===== src/rtl/lbs_pkg.sv =====
// ----------------------------------------------------------------------------
// lbs_pkg
// Shared widths, codes and control structs of the bouncing LED scanner.
// ----------------------------------------------------------------------------
package lbs_pkg;

  localparam int POS_FW     = 34;  // fixed-point position width
  localparam int STEP_W     = 29;  // signed step width
  localparam int COLOR_W    = 24;
  localparam int CH_W       = 8;
  localparam int RUN_W      = 5;   // run lengths 0..16
  localparam int IDX_W      = 9;   // led_index width
  localparam int BOUND_W    = 9;
  localparam int CFG_IDX_W  = 3;
  localparam int CFG_DATA_W = 29;
  localparam int ALU_W      = 35;  // shared adder width

  localparam logic [STEP_W-1:0] STEP_MAX = {1'b0, {(STEP_W-1){1'b1}}};
  localparam logic [STEP_W-1:0] STEP_MIN = {1'b1, {(STEP_W-1){1'b0}}};
  localparam logic [POS_FW-1:0] POS_MAX  = {1'b0, {(POS_FW-1){1'b1}}};
  localparam logic [POS_FW-1:0] POS_MIN  = {1'b1, {(POS_FW-1){1'b0}}};

  typedef enum logic [CFG_IDX_W-1:0] {
    REG_BAR_COLOR = 3'd0,
    REG_STEP_SIZE = 3'd1,
    REG_BAR_LEN   = 3'd2,
    REG_BLANK_CNT = 3'd3,
    REG_LOWER     = 3'd4,
    REG_UPPER     = 3'd5,
    REG_START_POS = 3'd6
  } cfg_reg_e;

  typedef enum logic [3:0] {
    ST_IDLE,
    ST_POS,
    ST_END,
    ST_DLO,
    ST_DHI,
    ST_LO,
    ST_HI,
    ST_BAR,
    ST_BOUNCE,
    ST_ADV
  } lbs_state_e;

  typedef enum logic [2:0] {
    SEL_END,
    SEL_DLO,
    SEL_DHI,
    SEL_IDX_LO,
    SEL_IDX_HI,
    SEL_IDX_BAR,
    SEL_NEG,
    SEL_ADV
  } alu_sel_e;

  typedef struct packed {
    logic             start;
    logic             out_free;
    logic [RUN_W-1:0] n_lo;
    logic [RUN_W-1:0] n_hi;
    logic [RUN_W-1:0] len;
  } lbs_status_t;

  typedef struct packed {
    logic             in_ready;
    alu_sel_e         sel;
    logic             ld_pos;
    logic             ld_end;
    logic             ld_dlo;
    logic             ld_dhi;
    logic             ld_step;
    logic             ld_pf;
    logic             emit;
    logic             last;
    logic [RUN_W-1:0] k;
  } lbs_ctrl_t;

endpackage


===== src/rtl/lbs_in_if.sv =====
// ----------------------------------------------------------------------------
// lbs_in_if
// Frame tick request channel.
// ----------------------------------------------------------------------------
interface lbs_in_if ();
  logic valid;
  logic ready;
  logic frame_tick;

  modport source (output valid, output frame_tick, input ready);
  modport sink   (input valid, input frame_tick, output ready);
endinterface


===== src/rtl/lbs_out_if.sv =====
// ----------------------------------------------------------------------------
// lbs_out_if
// LED write request channel.
// ----------------------------------------------------------------------------
interface lbs_out_if import lbs_pkg::*; ();
  logic             valid;
  logic             ready;
  logic [IDX_W-1:0] led_index;
  logic [CH_W-1:0]  red;
  logic [CH_W-1:0]  green;
  logic [CH_W-1:0]  blue;
  logic             last_write;

  modport source (output valid, output led_index, output red, output green,
                  output blue, output last_write, input ready);
  modport sink   (input valid, input led_index, input red, input green,
                  input blue, input last_write, output ready);
endinterface


===== src/rtl/lbs_alu.sv =====
// ----------------------------------------------------------------------------
// lbs_alu
// Shared adder: a + (b or ~b) + carry, with sign and zero flags.
// ----------------------------------------------------------------------------
module lbs_alu import lbs_pkg::*; (
  input  logic signed [ALU_W-1:0] a_i,
  input  logic signed [ALU_W-1:0] b_i,
  input  logic                    inv_i,
  input  logic                    cin_i,
  output logic signed [ALU_W-1:0] sum_o,
  output logic                    neg_o,
  output logic                    zero_o
);

  logic [ALU_W-1:0] b_op;

  assign b_op   = inv_i ? ~b_i : b_i;
  assign sum_o  = $signed(a_i + b_op + {{(ALU_W-1){1'b0}}, cin_i});
  assign neg_o  = sum_o[ALU_W-1];
  assign zero_o = (sum_o == '0);

endmodule


===== src/rtl/lbs_seq.sv =====
// ----------------------------------------------------------------------------
// lbs_seq
// Frame sequencer: setup steps, three write runs, bounce and advance.
// ----------------------------------------------------------------------------
module lbs_seq import lbs_pkg::*; (
  input  logic        clk_i,
  input  logic        rst_ni,
  input  lbs_status_t status_i,
  output lbs_ctrl_t   ctrl_o
);

  lbs_state_e       state_q, state_d;
  logic [RUN_W-1:0] k_q, k_d;
  logic             lo_end, hi_end, bar_end;

  // final write of each run
  assign lo_end  = (k_q == status_i.n_lo - RUN_W'(1));
  assign hi_end  = (k_q == status_i.n_hi - RUN_W'(1));
  assign bar_end = (k_q == status_i.len - RUN_W'(1));

  always_ff @(posedge clk_i or negedge rst_ni) begin
    if (!rst_ni) begin
      state_q <= ST_IDLE;
      k_q     <= '0;
    end else begin
      state_q <= state_d;
      k_q     <= k_d;
    end
  end

  // next state and run counter
  always_comb begin
    state_d = state_q;
    k_d     = '0;
    case (state_q)
      ST_IDLE: begin
        if (status_i.start) state_d = ST_POS;
      end
      ST_POS: state_d = ST_END;
      ST_END: state_d = ST_DLO;
      ST_DLO: state_d = ST_DHI;
      ST_DHI: state_d = ST_LO;
      ST_LO: begin
        if (status_i.n_lo == '0) begin
          state_d = ST_HI;
        end else if (!status_i.out_free) begin
          k_d = k_q;
        end else if (lo_end) begin
          state_d = ST_HI;
        end else begin
          k_d = k_q + RUN_W'(1);
        end
      end
      ST_HI: begin
        if (status_i.n_hi == '0) begin
          state_d = ST_BAR;
        end else if (!status_i.out_free) begin
          k_d = k_q;
        end else if (hi_end) begin
          state_d = ST_BAR;
        end else begin
          k_d = k_q + RUN_W'(1);
        end
      end
      ST_BAR: begin
        if (status_i.len == '0) begin
          state_d = ST_BOUNCE;
        end else if (!status_i.out_free) begin
          k_d = k_q;
        end else if (bar_end) begin
          state_d = ST_BOUNCE;
        end else begin
          k_d = k_q + RUN_W'(1);
        end
      end
      ST_BOUNCE: state_d = ST_ADV;
      ST_ADV:    state_d = ST_IDLE;
      default:   state_d = ST_IDLE;
    endcase
  end

  // control outputs
  always_comb begin
    ctrl_o          = '0;
    ctrl_o.sel      = SEL_END;
    ctrl_o.k        = k_q;
    case (state_q)
      ST_IDLE: ctrl_o.in_ready = 1'b1;
      ST_POS:  ctrl_o.ld_pos   = 1'b1;
      ST_END: begin
        ctrl_o.sel    = SEL_END;
        ctrl_o.ld_end = 1'b1;
      end
      ST_DLO: begin
        ctrl_o.sel    = SEL_DLO;
        ctrl_o.ld_dlo = 1'b1;
      end
      ST_DHI: begin
        ctrl_o.sel    = SEL_DHI;
        ctrl_o.ld_dhi = 1'b1;
      end
      ST_LO: begin
        ctrl_o.sel  = SEL_IDX_LO;
        ctrl_o.emit = (status_i.n_lo != '0) && status_i.out_free;
        ctrl_o.last = ctrl_o.emit && lo_end && (status_i.n_hi == '0) &&
                      (status_i.len == '0);
      end
      ST_HI: begin
        ctrl_o.sel  = SEL_IDX_HI;
        ctrl_o.emit = (status_i.n_hi != '0) && status_i.out_free;
        ctrl_o.last = ctrl_o.emit && hi_end && (status_i.len == '0);
      end
      ST_BAR: begin
        ctrl_o.sel  = SEL_IDX_BAR;
        ctrl_o.emit = (status_i.len != '0) && status_i.out_free;
        ctrl_o.last = ctrl_o.emit && bar_end;
      end
      ST_BOUNCE: begin
        ctrl_o.sel     = SEL_NEG;
        ctrl_o.ld_step = 1'b1;
      end
      ST_ADV: begin
        ctrl_o.sel   = SEL_ADV;
        ctrl_o.ld_pf = 1'b1;
      end
      default: ctrl_o.in_ready = 1'b0;
    endcase
  end

endmodule


===== src/rtl/bouncing_led_scanner_unit.sv =====
// ----------------------------------------------------------------------------
// bouncing_led_scanner_unit
// Larson-style bouncing bar: LED write requests per frame tick.
// ----------------------------------------------------------------------------
// A frame tick request with frame_tick = 1 produces the LED write requests of
// one frame: black blanking writes below the bar (down to lower_bound), black
// blanking writes just past the bar (up to upper_bound), then bar_length
// writes in bar_color; last_write marks the final write. The position then
// bounces and advances by the signed fixed-point step. One shared adder does
// the arithmetic of each step, one operation per cycle while a write run is
// not held by a stalled output. A frame runs request acceptance, the setup
// steps, the three runs of writes, then the bounce and the advance. A request
// with frame_tick = 0 gives no write. No new request is taken while a frame
// is in progress. Configuration writes land at once; step_size also reloads
// the live step and start_position reloads the position.
module bouncing_led_scanner_unit import lbs_pkg::*; #(
  parameter int LED_COUNT = 256,
  parameter int FRAC_BITS = 24,
  parameter int MAX_RUN   = 16
) (
  input  logic                  clk_i,
  input  logic                  rst_ni,
  lbs_in_if.sink                req_i,
  lbs_out_if.source             wr_o,
  input  logic                  cfg_we_i,
  input  logic [CFG_IDX_W-1:0]  cfg_idx_i,
  input  logic [CFG_DATA_W-1:0] cfg_data_i
);

  localparam int PW = $clog2(LED_COUNT + 1);
  localparam int EW = $clog2(LED_COUNT + MAX_RUN + 1);

  // configuration registers
  logic [COLOR_W-1:0] color_q;
  logic [RUN_W-1:0]   len_cfg_q;
  logic [RUN_W-1:0]   blank_cfg_q;
  logic [BOUND_W-1:0] lower_q;
  logic [BOUND_W-1:0] upper_q;

  // animation state
  logic signed [POS_FW-1:0] pf_q;
  logic signed [STEP_W-1:0] step_q;

  // per-frame working registers
  logic [PW-1:0]    pos_q;
  logic [EW-1:0]    end_q;
  logic [RUN_W-1:0] n_lo_q, n_hi_q;
  logic             lo_hit_q, hi_hit_q;

  // output register
  logic             out_valid_q;
  logic [IDX_W-1:0] out_idx_q;
  logic [COLOR_W-1:0] out_color_q;
  logic             out_last_q;

  lbs_status_t status;
  lbs_ctrl_t   ctrl;

  logic signed [ALU_W-1:0] alu_a, alu_b, alu_sum;
  logic                    alu_inv, alu_cin, alu_neg, alu_zero;

  logic [RUN_W-1:0]        len_c, blanks_c;
  logic [POS_FW-1:0]       ipart;
  logic [PW-1:0]           pos_c;
  logic signed [ALU_W-1:0] pos_x, end_x, lower_x, upper_x, k_x, len_x, blanks_x;
  logic signed [ALU_W-1:0] step_x, pf_x;
  logic                    step_pos, step_neg;
  logic [STEP_W-1:0]       neg_sat, step_c;
  logic [POS_FW-1:0]       pf_c;
  logic                    out_free;

  // clamp run lengths to MAX_RUN
  assign len_c    = (len_cfg_q > RUN_W'(MAX_RUN)) ? RUN_W'(MAX_RUN) : len_cfg_q;
  assign blanks_c = (blank_cfg_q > RUN_W'(MAX_RUN)) ? RUN_W'(MAX_RUN) : blank_cfg_q;

  // integer position: floor, saturated to 0..LED_COUNT
  assign ipart = $unsigned(pf_q) >> FRAC_BITS;
  always_comb begin
    if (pf_q[POS_FW-1]) begin
      pos_c = '0;
    end else if (ipart > POS_FW'(LED_COUNT)) begin
      pos_c = PW'(LED_COUNT);
    end else begin
      pos_c = ipart[PW-1:0];
    end
  end

  // operand extension to the adder width
  assign pos_x    = $signed({{(ALU_W-PW){1'b0}}, pos_q});
  assign end_x    = $signed({{(ALU_W-EW){1'b0}}, end_q});
  assign lower_x  = $signed({{(ALU_W-BOUND_W){1'b0}}, lower_q});
  assign upper_x  = $signed({{(ALU_W-BOUND_W){1'b0}}, upper_q});
  assign k_x      = $signed({{(ALU_W-RUN_W){1'b0}}, ctrl.k});
  assign len_x    = $signed({{(ALU_W-RUN_W){1'b0}}, len_c});
  assign blanks_x = $signed({{(ALU_W-RUN_W){1'b0}}, blanks_c});
  assign step_x   = $signed({{(ALU_W-STEP_W){step_q[STEP_W-1]}}, step_q});
  assign pf_x     = $signed({{(ALU_W-POS_FW){pf_q[POS_FW-1]}}, pf_q});

  // operand select for the shared adder; pos + ~k gives pos - 1 - k
  always_comb begin
    alu_a   = pos_x;
    alu_b   = len_x;
    alu_inv = 1'b0;
    alu_cin = 1'b0;
    case (ctrl.sel)
      SEL_END: begin
        alu_a = pos_x;
        alu_b = len_x;
      end
      SEL_DLO: begin
        alu_a   = pos_x;
        alu_b   = lower_x;
        alu_inv = 1'b1;
        alu_cin = 1'b1;
      end
      SEL_DHI: begin
        alu_a   = upper_x;
        alu_b   = end_x;
        alu_inv = 1'b1;
        alu_cin = 1'b1;
      end
      SEL_IDX_LO: begin
        alu_a   = pos_x;
        alu_b   = k_x;
        alu_inv = 1'b1;
      end
      SEL_IDX_HI: begin
        alu_a = end_x;
        alu_b = k_x;
      end
      SEL_IDX_BAR: begin
        alu_a = pos_x;
        alu_b = k_x;
      end
      SEL_NEG: begin
        alu_a   = '0;
        alu_b   = step_x;
        alu_inv = 1'b1;
        alu_cin = 1'b1;
      end
      SEL_ADV: begin
        alu_a = pf_x;
        alu_b = step_x;
      end
      default: alu_a = pos_x;
    endcase
  end

  lbs_alu u_alu (
    .a_i   (alu_a),
    .b_i   (alu_b),
    .inv_i (alu_inv),
    .cin_i (alu_cin),
    .sum_o (alu_sum),
    .neg_o (alu_neg),
    .zero_o(alu_zero)
  );

  // bounce: at most one net negation; the most negative step saturates
  assign step_pos = !step_q[STEP_W-1] && (step_q != '0);
  assign step_neg = step_q[STEP_W-1];
  assign neg_sat  = (step_q == STEP_MIN) ? STEP_MAX : alu_sum[STEP_W-1:0];
  always_comb begin
    if (hi_hit_q && step_pos) begin
      step_c = lo_hit_q ? step_q : alu_sum[STEP_W-1:0];
    end else if (lo_hit_q && step_neg) begin
      step_c = neg_sat;
    end else begin
      step_c = step_q;
    end
  end

  // advance: saturate to the signed position range
  always_comb begin
    if (alu_sum[ALU_W-1] != alu_sum[POS_FW-1]) begin
      pf_c = alu_sum[ALU_W-1] ? POS_MIN : POS_MAX;
    end else begin
      pf_c = alu_sum[POS_FW-1:0];
    end
  end

  assign out_free = !out_valid_q || wr_o.ready;

  assign status.start    = req_i.valid && req_i.ready && req_i.frame_tick;
  assign status.out_free = out_free;
  assign status.n_lo     = n_lo_q;
  assign status.n_hi     = n_hi_q;
  assign status.len      = len_c;

  lbs_seq u_seq (
    .clk_i   (clk_i),
    .rst_ni  (rst_ni),
    .status_i(status),
    .ctrl_o  (ctrl)
  );

  assign req_i.ready = ctrl.in_ready;

  // configuration and animation state
  always_ff @(posedge clk_i or negedge rst_ni) begin
    if (!rst_ni) begin
      color_q     <= COLOR_W'(24'hFF0000);
      len_cfg_q   <= RUN_W'(8);
      blank_cfg_q <= RUN_W'(4);
      lower_q     <= '0;
      upper_q     <= BOUND_W'(256);
      step_q      <= STEP_W'(33554432);
      pf_q        <= '0;
    end else begin
      if (cfg_we_i) begin
        case (cfg_reg_e'(cfg_idx_i))
          REG_BAR_COLOR: color_q     <= cfg_data_i[COLOR_W-1:0];
          REG_STEP_SIZE: step_q      <= cfg_data_i[STEP_W-1:0];
          REG_BAR_LEN:   len_cfg_q   <= cfg_data_i[RUN_W-1:0];
          REG_BLANK_CNT: blank_cfg_q <= cfg_data_i[RUN_W-1:0];
          REG_LOWER:     lower_q     <= cfg_data_i[BOUND_W-1:0];
          REG_UPPER:     upper_q     <= cfg_data_i[BOUND_W-1:0];
          REG_START_POS: pf_q        <= $signed(POS_FW'(cfg_data_i[BOUND_W-1:0]) << FRAC_BITS);
          default:       color_q     <= color_q;
        endcase
      end else begin
        if (ctrl.ld_step) step_q <= step_c;
        if (ctrl.ld_pf)   pf_q   <= pf_c;
      end
    end
  end

  // per-frame working values
  always_ff @(posedge clk_i or negedge rst_ni) begin
    if (!rst_ni) begin
      pos_q    <= '0;
      end_q    <= '0;
      n_lo_q   <= '0;
      n_hi_q   <= '0;
      lo_hit_q <= 1'b0;
      hi_hit_q <= 1'b0;
    end else begin
      if (ctrl.ld_pos) pos_q <= pos_c;
      if (ctrl.ld_end) end_q <= alu_sum[EW-1:0];
      // blanks below: pos - i >= lower for i = 1 .. min(pos - lower, blanks)
      if (ctrl.ld_dlo) begin
        if (alu_neg)                 n_lo_q <= '0;
        else if (alu_sum >= blanks_x) n_lo_q <= blanks_c;
        else                         n_lo_q <= alu_sum[RUN_W-1:0];
        lo_hit_q <= alu_neg || (alu_sum <= len_x);
      end
      // blanks past: end + i <= upper for i = 0 .. min(upper - end, blanks - 1)
      if (ctrl.ld_dhi) begin
        if (alu_neg)                 n_hi_q <= '0;
        else if (alu_sum >= blanks_x) n_hi_q <= blanks_c;
        else                         n_hi_q <= alu_sum[RUN_W-1:0] + RUN_W'(1);
        hi_hit_q <= alu_neg || alu_zero;
      end
    end
  end

  // output register: load on emit, drop when taken
  always_ff @(posedge clk_i or negedge rst_ni) begin
    if (!rst_ni) begin
      out_valid_q <= 1'b0;
    end else if (ctrl.emit) begin
      out_valid_q <= 1'b1;
    end else if (wr_o.ready) begin
      out_valid_q <= 1'b0;
    end
  end

  always_ff @(posedge clk_i) begin
    if (ctrl.emit) begin
      out_idx_q   <= alu_sum[IDX_W-1:0];
      out_color_q <= (ctrl.sel == SEL_IDX_BAR) ? color_q : '0;
      out_last_q  <= ctrl.last;
    end
  end

  assign wr_o.valid      = out_valid_q;
  assign wr_o.led_index  = out_idx_q;
  assign wr_o.red        = out_color_q[23:16];
  assign wr_o.green      = out_color_q[15:8];
  assign wr_o.blue       = out_color_q[7:0];
  assign wr_o.last_write = out_last_q;

  // a started frame holds off further requests
  a_busy_after_start: assert property (@(posedge clk_i) disable iff (!rst_ni)
    status.start |=> !req_i.ready)
    else $error("request accepted during a frame");

  // a write is only produced into a free output slot
  a_emit_free: assert property (@(posedge clk_i) disable iff (!rst_ni)
    ctrl.emit |-> out_free)
    else $error("write produced over a pending write");

  // lower blanking writes never go below lower_bound
  a_lo_bound: assert property (@(posedge clk_i) disable iff (!rst_ni)
    (ctrl.emit && ctrl.sel == SEL_IDX_LO) |-> (alu_sum >= lower_x))
    else $error("blanking write below lower bound");

  // bar run counter stays inside the bar
  a_bar_count: assert property (@(posedge clk_i) disable iff (!rst_ni)
    (ctrl.emit && ctrl.sel == SEL_IDX_BAR) |-> (ctrl.k < len_c))
    else $error("bar write past bar length");

endmodule


===== src/flat_wrapper.sv =====
// flat-port wrapper written by rule: the top's interface ports become plain ports
module bouncing_led_scanner_unit_flat import lbs_pkg::*;
#(
  parameter int LED_COUNT = 256,
  parameter int FRAC_BITS = 24,
  parameter int MAX_RUN   = 16
)
  (clk_i, rst_ni, cfg_we_i, cfg_idx_i, cfg_data_i, req_i_valid, req_i_frame_tick, req_i_ready, wr_o_valid, wr_o_led_index, wr_o_red, wr_o_green, wr_o_blue, wr_o_last_write, wr_o_ready);
  lbs_in_if req_i_i ();
  lbs_out_if wr_o_i ();
  input  logic clk_i;
  input  logic rst_ni;
  input  logic cfg_we_i;
  input  logic [CFG_IDX_W-1:0] cfg_idx_i;
  input  logic [CFG_DATA_W-1:0] cfg_data_i;
  input wire logic [$bits(req_i_i.valid)-1:0] req_i_valid;
  input wire logic [$bits(req_i_i.frame_tick)-1:0] req_i_frame_tick;
  output wire logic [$bits(req_i_i.ready)-1:0] req_i_ready;
  output wire logic [$bits(wr_o_i.valid)-1:0] wr_o_valid;
  output wire logic [$bits(wr_o_i.led_index)-1:0] wr_o_led_index;
  output wire logic [$bits(wr_o_i.red)-1:0] wr_o_red;
  output wire logic [$bits(wr_o_i.green)-1:0] wr_o_green;
  output wire logic [$bits(wr_o_i.blue)-1:0] wr_o_blue;
  output wire logic [$bits(wr_o_i.last_write)-1:0] wr_o_last_write;
  input wire logic [$bits(wr_o_i.ready)-1:0] wr_o_ready;
  assign req_i_i.valid = req_i_valid;
  assign req_i_i.frame_tick = req_i_frame_tick;
  assign req_i_ready = req_i_i.ready;
  assign wr_o_valid = wr_o_i.valid;
  assign wr_o_led_index = wr_o_i.led_index;
  assign wr_o_red = wr_o_i.red;
  assign wr_o_green = wr_o_i.green;
  assign wr_o_blue = wr_o_i.blue;
  assign wr_o_last_write = wr_o_i.last_write;
  assign wr_o_i.ready = wr_o_ready;
  bouncing_led_scanner_unit #(.LED_COUNT(LED_COUNT), .FRAC_BITS(FRAC_BITS), .MAX_RUN(MAX_RUN)) u_core (.clk_i(clk_i), .rst_ni(rst_ni), .req_i(req_i_i), .wr_o(wr_o_i), .cfg_we_i(cfg_we_i), .cfg_idx_i(cfg_idx_i), .cfg_data_i(cfg_data_i));
endmodule

===== config.mk =====
export PLATFORM = sky130hd
export DESIGN_NAME = bouncing_led_scanner_unit_flat
export DESIGN_NICKNAME = d
export VERILOG_FILES = /design/src/rtl/lbs_pkg.sv /design/src/rtl/lbs_in_if.sv /design/src/rtl/lbs_out_if.sv /design/src/rtl/lbs_alu.sv /design/src/rtl/lbs_seq.sv /design/src/rtl/bouncing_led_scanner_unit.sv /design/src/flat_wrapper.sv
export SDC_FILE = /design/constraint.sdc
export NUM_CORES = 1
export LEC_CHECK = 0
export ABC_CLOCK_PERIOD_IN_PS = 13200
export BUFFER_PORTS_ARGS = -buffer_cell sky130_fd_sc_hd__buf_2
export CAP_MARGIN = 20
export CELL_PAD_IN_SITES_DETAIL_PLACEMENT = 1
export CELL_PAD_IN_SITES_GLOBAL_PLACEMENT = 1
export CORE_ASPECT_RATIO = 1.25
export CORE_MARGIN = 8
export CORE_UTILIZATION = 50
export CTS_BUF_LIST = sky130_fd_sc_hd__clkbuf_8 sky130_fd_sc_hd__clkbuf_16
export CTS_CLUSTER_SIZE = 24
export DETAILED_ROUTE_END_ITERATION = 16
export PLACE_DENSITY_LB_ADDON = 0.1
export REMOVE_ABC_BUFFERS = 1
export SLEW_MARGIN = 20
export SYNTH_ARGS = -nofsm -noshare
export SYNTH_HDL_FRONTEND = slang
export SYNTH_SLANG_ARGS = --single-unit

===== constraint.sdc =====
create_clock -name clk_i -period 13.2 [get_ports clk_i]
set_input_delay 1.98 -clock clk_i [delete_from_list [all_inputs] [get_ports clk_i]]
set_output_delay 1.98 -clock clk_i [all_outputs]
set_load 0.01 [all_outputs]

==> out/qor.csv, run 1 <==
stage,metric,value,unit
status,status,completed,
detailed_routing,first_iter_violations,711,
job,drv_cap,0,
sta,relSlewSlack,26.8,%
clock_tree,cts_setup_buffers,0,
detailed_routing,vias_per_cell,6.51,
global_route,grt_start_max_net_pins,82,
synth,ys_seq_elements,189,
cells_and_area,diodes,0,
synth,ys.flop_type,dfrtp_1,
synth,synth-seq-area-share,38.8,%
global_route,grt_pass1_wl,72900,um
synth,syn_avg_cell_area,8.73,um^2
cells_and_area,nNetsFinal,1562,
clock_tree,clkSlewWorstSetupHoldPaths,0.08,ns
synth,synthesis.area,12700,um^2
setup_path,critPathLaunchType,flop,
global_route,antenna_found_initial,0,
detailed_routing,wl_per_cell,25.8,um
sta,min_period_over_period,60.8,%
placed_design,io_buffer_count,73,
global_route,grt_pass1_vias,12500,
synth,synthCells,1450,
detailed_routing,dr.pass1.iters,5,
die,start_util,50.5,%
hold_path,min_path_type,reg -> reg,
placed_design,gp_congestion,0.944,
sta,fmax,125,MHz
sta,final.min_clock_period,8.02,ns
clock_tree,clockBufferDepth,2,
setup_path,path_buf_inv,2,
detailed_routing,routed_wl,46800,um
setup_path,crit_arrival,8.38,ns
sta,rsz0062_at_grt,false,
sta,tightest_slew,1.10,ns
placed_design,dpl-instance-area,13300,um^2
synth,synth_edf_count,34,
setup_path,slowest_delay,0.89,ns
sta,final_hold_viol_count,0,
clock_tree,cts_root_buffer,clkbuf_16,
cells_and_area,drive_gt1_share,14.8,%
detailed_routing,drtAntennaViolNets,0,
cells_and_area,finalInstanceArea,13900,um^2
setup_path,crit_chain,clkinv_1 -> nand2_1 -> nor2_1 -> a22oi_1 -> nand2_1 -> xnor2_1 -> a211oi_1 -> nor3_1 -> a221oi_1 -> fa_1 -> inv_1 -> fa_1 -> nor2b_1 -> o2111ai_1 -> a21boi_0 -> o311ai_1 -> nor3_1 -> nor4bb_1 -> nand4b_1 -> nor4_4 -> mux2_1 -> o21ai_1,
sta,hold_ws,0.477,ns
die,fp.dieH,194,um
setup_path,crit_path_top_delay_cell,nor4_4,
placed_design,dp_hpwl,34300,um
die,num_io_pins,74,
sta,finalSetupViolations,0,
synth,synth-async-reset-ratio,82.0,%
synth,synth_cell_types,77,
setup_path,crit_type,reg -> reg,
die,die_area,30700,um^2
die,num_rows,65,
detailed_routing,drc,0,
clock_tree,cts-buffers-inserted,17,
detailed_routing,vias,11800,
cells_and_area,synthToLayoutAreaGrowth,10.1,%
die,dieWidth,158,um
die,fp.coreArea,25000,um^2
global_route,grt_overflow,0,
clock_tree,clk_latency,0.44,ns
sta,fin_skew,0.0120,ns
clock_tree,clock-sinks,189,
clock_tree,cts_tree,built,
sta,report.final.slew_viol_count,0,
synth,yosysWarnings,0,
setup_path,crit_required,13.56,ns
setup_path,end_kind,flop,
setup_path,crit_fanout,19,
clock_tree,cts.repair.resized,0,
clock_tree,cts_hold_buf,0,
clock_tree,ctsHtreeMaxLevel,4,
global_route,grt.total_usage,31.0,%
setup_path,crit_family,simple AND/OR/NAND/NOR gates,
sta,fin_tns_setup,0,ns
==> cell type report <==
class	instances	area, um^2
Fill cell	3005	11100
Multi-Input combinational cell	1137	7310
Sequential cell	189	4920
Timing Repair Buffer	96	577
Clock buffer	18	439
Tap cell	335	419
Clock inverter	14	170
Inverter	28	105
==> flip-flops by register name, summed over array words and instances, names as in the netlist, 4 cells and up <==
register	cells
u_core.pf_q	34
u_core.step_q	29
u_core.color_q	24
u_core.out_color_q	24
u_core.end_q	9
u_core.lower_q	9
u_core.pos_q	9
u_core.upper_q	9
u_core.wr_o.led_index	9
u_core.blank_cfg_q	5
u_core.len_cfg_q	5
u_core.n_hi_q	5
u_core.n_lo_q	5
u_core.u_seq.k_q	5
u_core.u_seq.state_q	4
==> final timing paths <==
| kind | startpoint | cells after the start | end | slack, ns |
|---|---|---|---|---|
| worst min register to register | u_core.pf_q[20]$_DFFE_PN0P_ | 2 | u_core.pf_q[20]$_DFFE_PN0P_ | 0.48 |
| worst min-delay path | u_core.pf_q[20]$_DFFE_PN0P_ | 2 | u_core.pf_q[20]$_DFFE_PN0P_ | 0.48 |
| max in group asynchronous | rst_ni | 3 | u_core.color_q[23]$_DFFE_PN1P_ | 10.35 |
| min in group asynchronous | rst_ni | 1 | u_core.n_hi_q[2]$_DFFE_PN0P_ | 1.61 |
| worst max-delay path | u_core.u_seq.state_q[3]$_DFFE_PN0P_ | 22 | u_core.n_lo_q[0]$_DFFE_PN0P_ | 5.18 |
| worst max register to register | u_core.u_seq.state_q[3]$_DFFE_PN0P_ | 22 | u_core.n_lo_q[0]$_DFFE_PN0P_ | 5.18 |
==> tightest hold or removal path, cell delays in order, from the launching register on <==
cell	delay, ns
dfrtp_1	0.34
nand2_1	0.05
o21ai_0	0.06
==> cells in the mapped netlist, types with 29 or more instances <==
master / n / area share (%)
nor2_1: 112 / 3.3
xnor2_1: 43 / 3.0
a21oi_1: 96 / 3.8
and3_1: 56 / 2.8
o22ai_1: 29 / 1.4
mux2_2: 57 / 5.1
nand3_1: 42 / 1.7
edfxtp_1: 34 / 8.1
ha_1: 53 / 5.2
o21ai_0: 137 / 5.4
dfrtp_1: 143 / 28
clkbuf_1: 88 / 2.6
nand2_1: 169 / 5.0
==> per-layer routing <==
layer	vias to the layer above	share of wire, %	global-route usage [%]	routed length (um)
met1	5945	38	34.8	17800
met2	356	51	53.8	24000
met5	-	0	0	0
met4	0	7.0	20.3	3280
li1	5390	-	-	-
met3	140	3.8	3.72	1770
==> cell usage in the layout (no fill, tap or decap), drive strengths merged, types with 13 or more instances in the layout <==
cell	count
nor4	18
edfxtp	34
nand3	42
nor3	24
a21oi	97
nor2	112
o211ai	13
mux2	58
or3	13
ha	53
and2	17
a211oi	14
o22ai	29
a21o	24
xnor2	43
nand4	15
o21ai	142
inv	32
xor2	18
a31oi	22
a22oi	13
nand2	169
dfrtp	143
clkbuf	18
buf	96
and3	56
==> stage by stage <==
step | instances | utilization [%] | setup slack, ns
floorplan | 1354 | - | 5.83
global placement | 1783 | 53.0 | 5.69
detailed placement | 1783 | 53.0 | 5.39
CTS | 1815 | 55.4 | 5.32
global route | 1817 | 55.6 | 4.61
finish | 1817 | 55.6 | 5.18
==> kinds of logic after synthesis <==
| logic type | after synthesis | share of synthesized area [%] |
|---|---|---|
| AO/OA/AOI/OAI | 447 | 22.5 |
| XOR/XNOR | 61 | 4.22 |
| buffers and inverters | 124 | 3.81 |
| multiplexers | 61 | 5.40 |
| AND/OR/NAND/NOR | 513 | 19.7 |
| adder cells (fa/ha/maj) | 55 | 5.56 |
| flip-flops | 189 | 38.8 |
Power of run 1 is left out: the tool's default activity adds up to more than one toggle a clock period on the data nets, which glitch-free logic cannot reach.
==> run 2, diff against run 1 <==
--- a/config.mk
+++ b/config.mk
@@ -5,14 +5,14 @@
 export SDC_FILE = /design/constraint.sdc
 export NUM_CORES = 1
 export LEC_CHECK = 0
-export ABC_CLOCK_PERIOD_IN_PS = 13200
+export ABC_CLOCK_PERIOD_IN_PS = 7200
 export BUFFER_PORTS_ARGS = -buffer_cell sky130_fd_sc_hd__buf_2
 export CAP_MARGIN = 20
 export CELL_PAD_IN_SITES_DETAIL_PLACEMENT = 1
 export CELL_PAD_IN_SITES_GLOBAL_PLACEMENT = 1
 export CORE_ASPECT_RATIO = 1.25
 export CORE_MARGIN = 8
-export CORE_UTILIZATION = 50
+export CORE_UTILIZATION = 43
 export CTS_BUF_LIST = sky130_fd_sc_hd__clkbuf_8 sky130_fd_sc_hd__clkbuf_16
 export CTS_CLUSTER_SIZE = 24
 export DETAILED_ROUTE_END_ITERATION = 16
==> constraint.sdc (replaced) <==
create_clock -name clk_i -period 7.2 [get_ports clk_i]
set_input_delay 1.08 -clock clk_i [delete_from_list [all_inputs] [get_ports clk_i]]
set_output_delay 1.08 -clock clk_i [all_outputs]
set_load 0.01 [all_outputs]
==> run 2 against run 1 <==
Effect of this change: hold slack gained 0.0025 ns; via count shrank 0.58%; count of clock-buffer cells in the layout shrank 1; utilization shrank 7.2 points; non-clock buffer count grew 16; sequential cell count is the same; maximum frequency grew 20%; largest cell class unchanged.
==> out/qor.csv, run 2 (same netlist as run 1, synthesis figures left out) <==
stage,metric,value,unit,change
status,status,completed,,
setup_path,worst-path-stages,21,,-4.5%
die,fp.dieH,208,um,+7.2%
detailed_routing,vias_per_cell,6.21,,-4.6%
cells_and_area,synthToLayoutAreaGrowth,11.4,%,
sta,report.final.slew_viol_count,0,,unchanged
setup_path,path_buf_inv,3,,+1
global_route,grt.total_usage,27.2,%,-3.8 points
clock_tree,clkSlewWorstSetupHoldPaths,0.08,ns,about the same
setup_path,r2r-start,u_core.u_seq.state_q[2]$_DFFE_PN0P_,,
clock_tree,cts.repair.resized,0,,unchanged
setup_path,crit_family,simple AND/OR/NAND/NOR gates,,
global_route,grt_start_max_net_pins,94,,+15%
clock_tree,cts_setup_buffers,0,,unchanged
sta,rsz0062_at_grt,false,,
cells_and_area,drive_gt1_share,15.6,%,+0.78 points
hold_path,holdPathEnd,u_core.pf_q[16]$_DFFE_PN0P_,,
setup_path,reg2reg_to,u_core.n_lo_q[0]$_DFFE_PN0P_,,
sta,tightest_slew,1.03,ns,-0.0650 ns
die,num_rows,70,,+7.7%
global_route,antenna_found_initial,0,,unchanged
setup_path,crit_chain,nand2_1 -> buf_4 -> nor2_1 -> nor2_1 -> a22oi_1 -> a21oi_1 -> ha_1 -> a21oi_1 -> o21ai_0 -> a211o_1 -> o211ai_1 -> nand3b_1 -> xor2_1 -> inv_1 -> ha_1 -> nand3b_1 -> inv_1 -> o2111ai_1 -> nor4_4 -> mux2_1 -> o21ai_1,,
cells_and_area,reg.largest.list,"u_core.pf_q: 34 flops, u_core.step_q: 29 flops",,
setup_path,crit_path_top_delay_cell,nor2_1,,
sta,relSlewSlack,30.7,%,+3.9 points
clock_tree,cts_tree,built,,
hold_path,min_path_type,reg -> reg,,
cells_and_area,ff_latch_area,4920,um^2,unchanged
placed_design,dp_hpwl,35700,um,+4.2%
clock_tree,clock-sinks,189,,unchanged
job,drv_cap,0,,unchanged
setup_path,critPathLaunchType,flop,,
placed_design,io_buffer_count,73,,unchanged
setup_path,end_kind,flop,,
clock_tree,ctsHtreeMaxLevel,4,,unchanged
die,dieWidth,169,um,+7.0%
sta,min_period_over_period,93.1,%,+32 points
detailed_routing,first_iter_violations,818,,+15%
detailed_routing,drtAntennaViolNets,0,,unchanged
die,start_util,43.5,%,-7.0 points
cells_and_area,largest_register_ffs,34,,unchanged
detailed_routing,routed_wl,47800,um,+2.1%
setup_path,worstRegToRegCells,21,,-4.5%
sta,fin_skew,0.0169,ns,+0.00494 ns
cells_and_area,diodes,0,,unchanged
detailed_routing,drc,0,,unchanged
cells_and_area,multi_input_area,7310,um^2,about the same
sta,finalSetupViolations,0,,unchanged
cells_and_area,most-common-layout-cells,"nand2_1, dfrtp_1, o21ai_0",,
cells_and_area,fillCellCount,3479,,+16%
setup_path,crit_arrival,7.07,ns,-1.31 ns
setup_path,r2r_setup_slack,0.50,ns,-4.68 ns
detailed_routing,wl_per_cell,25.2,um,-2.0%
die,num_io_pins,74,,unchanged
sta,final.min_clock_period,6.70,ns,-1.32 ns
clock_tree,cts_root_buffer,clkbuf_16,,
clock_tree,clk_latency,0.45,ns,about the same
setup_path,cp-startpoint,u_core.u_seq.state_q[2]$_DFFE_PN0P_,,
hold_path,whs_path_depth,2,,unchanged
global_route,grt_pass1_wl,74200,um,+1.7%
cells_and_area,mostFrequentLayoutCell,nand2_1,,
setup_path,crit_fanout,13,,-6
hold_path,hold_path_startpoint,u_core.pf_q[16]$_DFFE_PN0P_,,
placed_design,gp_congestion,0.932,,-1.3%
clock_tree,cts-buffers-inserted,17,,unchanged
setup_path,slowest_delay,0.72,ns,-0.17 ns
setup_path,crit_type,reg -> reg,,
cells_and_area,top_register,u_core.pf_q,,
die,fp.coreArea,29100,um^2,+16%
detailed_routing,vias,11800,,-0.58%
clock_tree,clockBufferDepth,2,,unchanged
sta,hold_ws,0.480,ns,+0.00254 ns
sta,final_hold_viol_count,0,,unchanged
setup_path,crit_required,7.57,ns,-5.99 ns
global_route,grt_pass1_vias,12400,,-0.73%
clock_tree,cts_hold_buf,0,,unchanged
die,die_area,35200,um^2,+15%
cells_and_area,nNetsFinal,1578,,+1.0%
detailed_routing,dr.pass1.iters,5,,unchanged
sta,fmax,149,MHz,+20%
global_route,grt_overflow,0,,unchanged
[run 2: cell count changes in the layout (fill, tap and decap cells not counted), moves of 2 or more]
cell      previous run  this run
buf_4               21        38
clkinv_8             2         4
inv_6                2         6
inv_8                6         2
[run 2: how the worst max path moves through the flow]
| stage | endpoint | slack, ns |
|---|---|---|
| floorplan | u_core.pf_q[0]$_DFFE_PN0P_ | -0.17 |
| global placement | u_core.n_lo_q[4]$_DFFE_PN0P_ | 0.79 |
| detailed placement | u_core.n_lo_q[0]$_DFFE_PN0P_ | 0.69 |
| CTS | u_core.n_lo_q[0]$_DFFE_PN0P_ | 0.61 |
| global route | u_core.n_lo_q[0]$_DFFE_PN0P_ | 0.04 |
| finish | u_core.n_lo_q[0]$_DFFE_PN0P_ | 0.50 |
[run 2: tightest hold or removal path, stage by stage (launching register included)]
cell and delay (ns):
dfrtp_1 0.34, nand2_1 0.04, o21ai_0 0.06
[run 2: area by class of cell]
class                           count  area share [%]
Clock inverter                     15            1.20
Inverter                           28           0.746
Tap cell                          396            3.52
Timing Repair Buffer              112            4.80
Multi-Input combinational cell   1137            51.8
Clock buffer                       17            3.02
Sequential cell                   189            34.9
[run 2: metrics by stage]
| step | setup TNS, ns | worst slack [ns] | cell area, um^2 | util [%] | cells |
|---|---|---|---|---|---|
| global placement | 0 | 0.787 | 13500 | 46.3 | 1861 |
| finish | 0 | 0.497 | 14100 | 48.5 | 1894 |
| detailed placement | 0 | 0.694 | 13500 | 46.3 | 1861 |
| floorplan | -5.20 | -0.174 | 12300 | - | 1354 |
| CTS | 0 | 0.612 | 14100 | 48.4 | 1893 |
| global route | 0 | 0.0422 | 14100 | 48.5 | 1894 |
[run 2: routing by layer]
layer | vias up | routed length, um | GRT usage, %
met3 | 132 | 1420 | 3.20
met1 | 5934 | 18700 | 30.4
met2 | 296 | 24700 | 48.4
met4 | 0 | 3010 | 16.7
met5 | - | 0 | 0
li1 | 5400 | - | -
Power of run 2 is left out for the same reason.
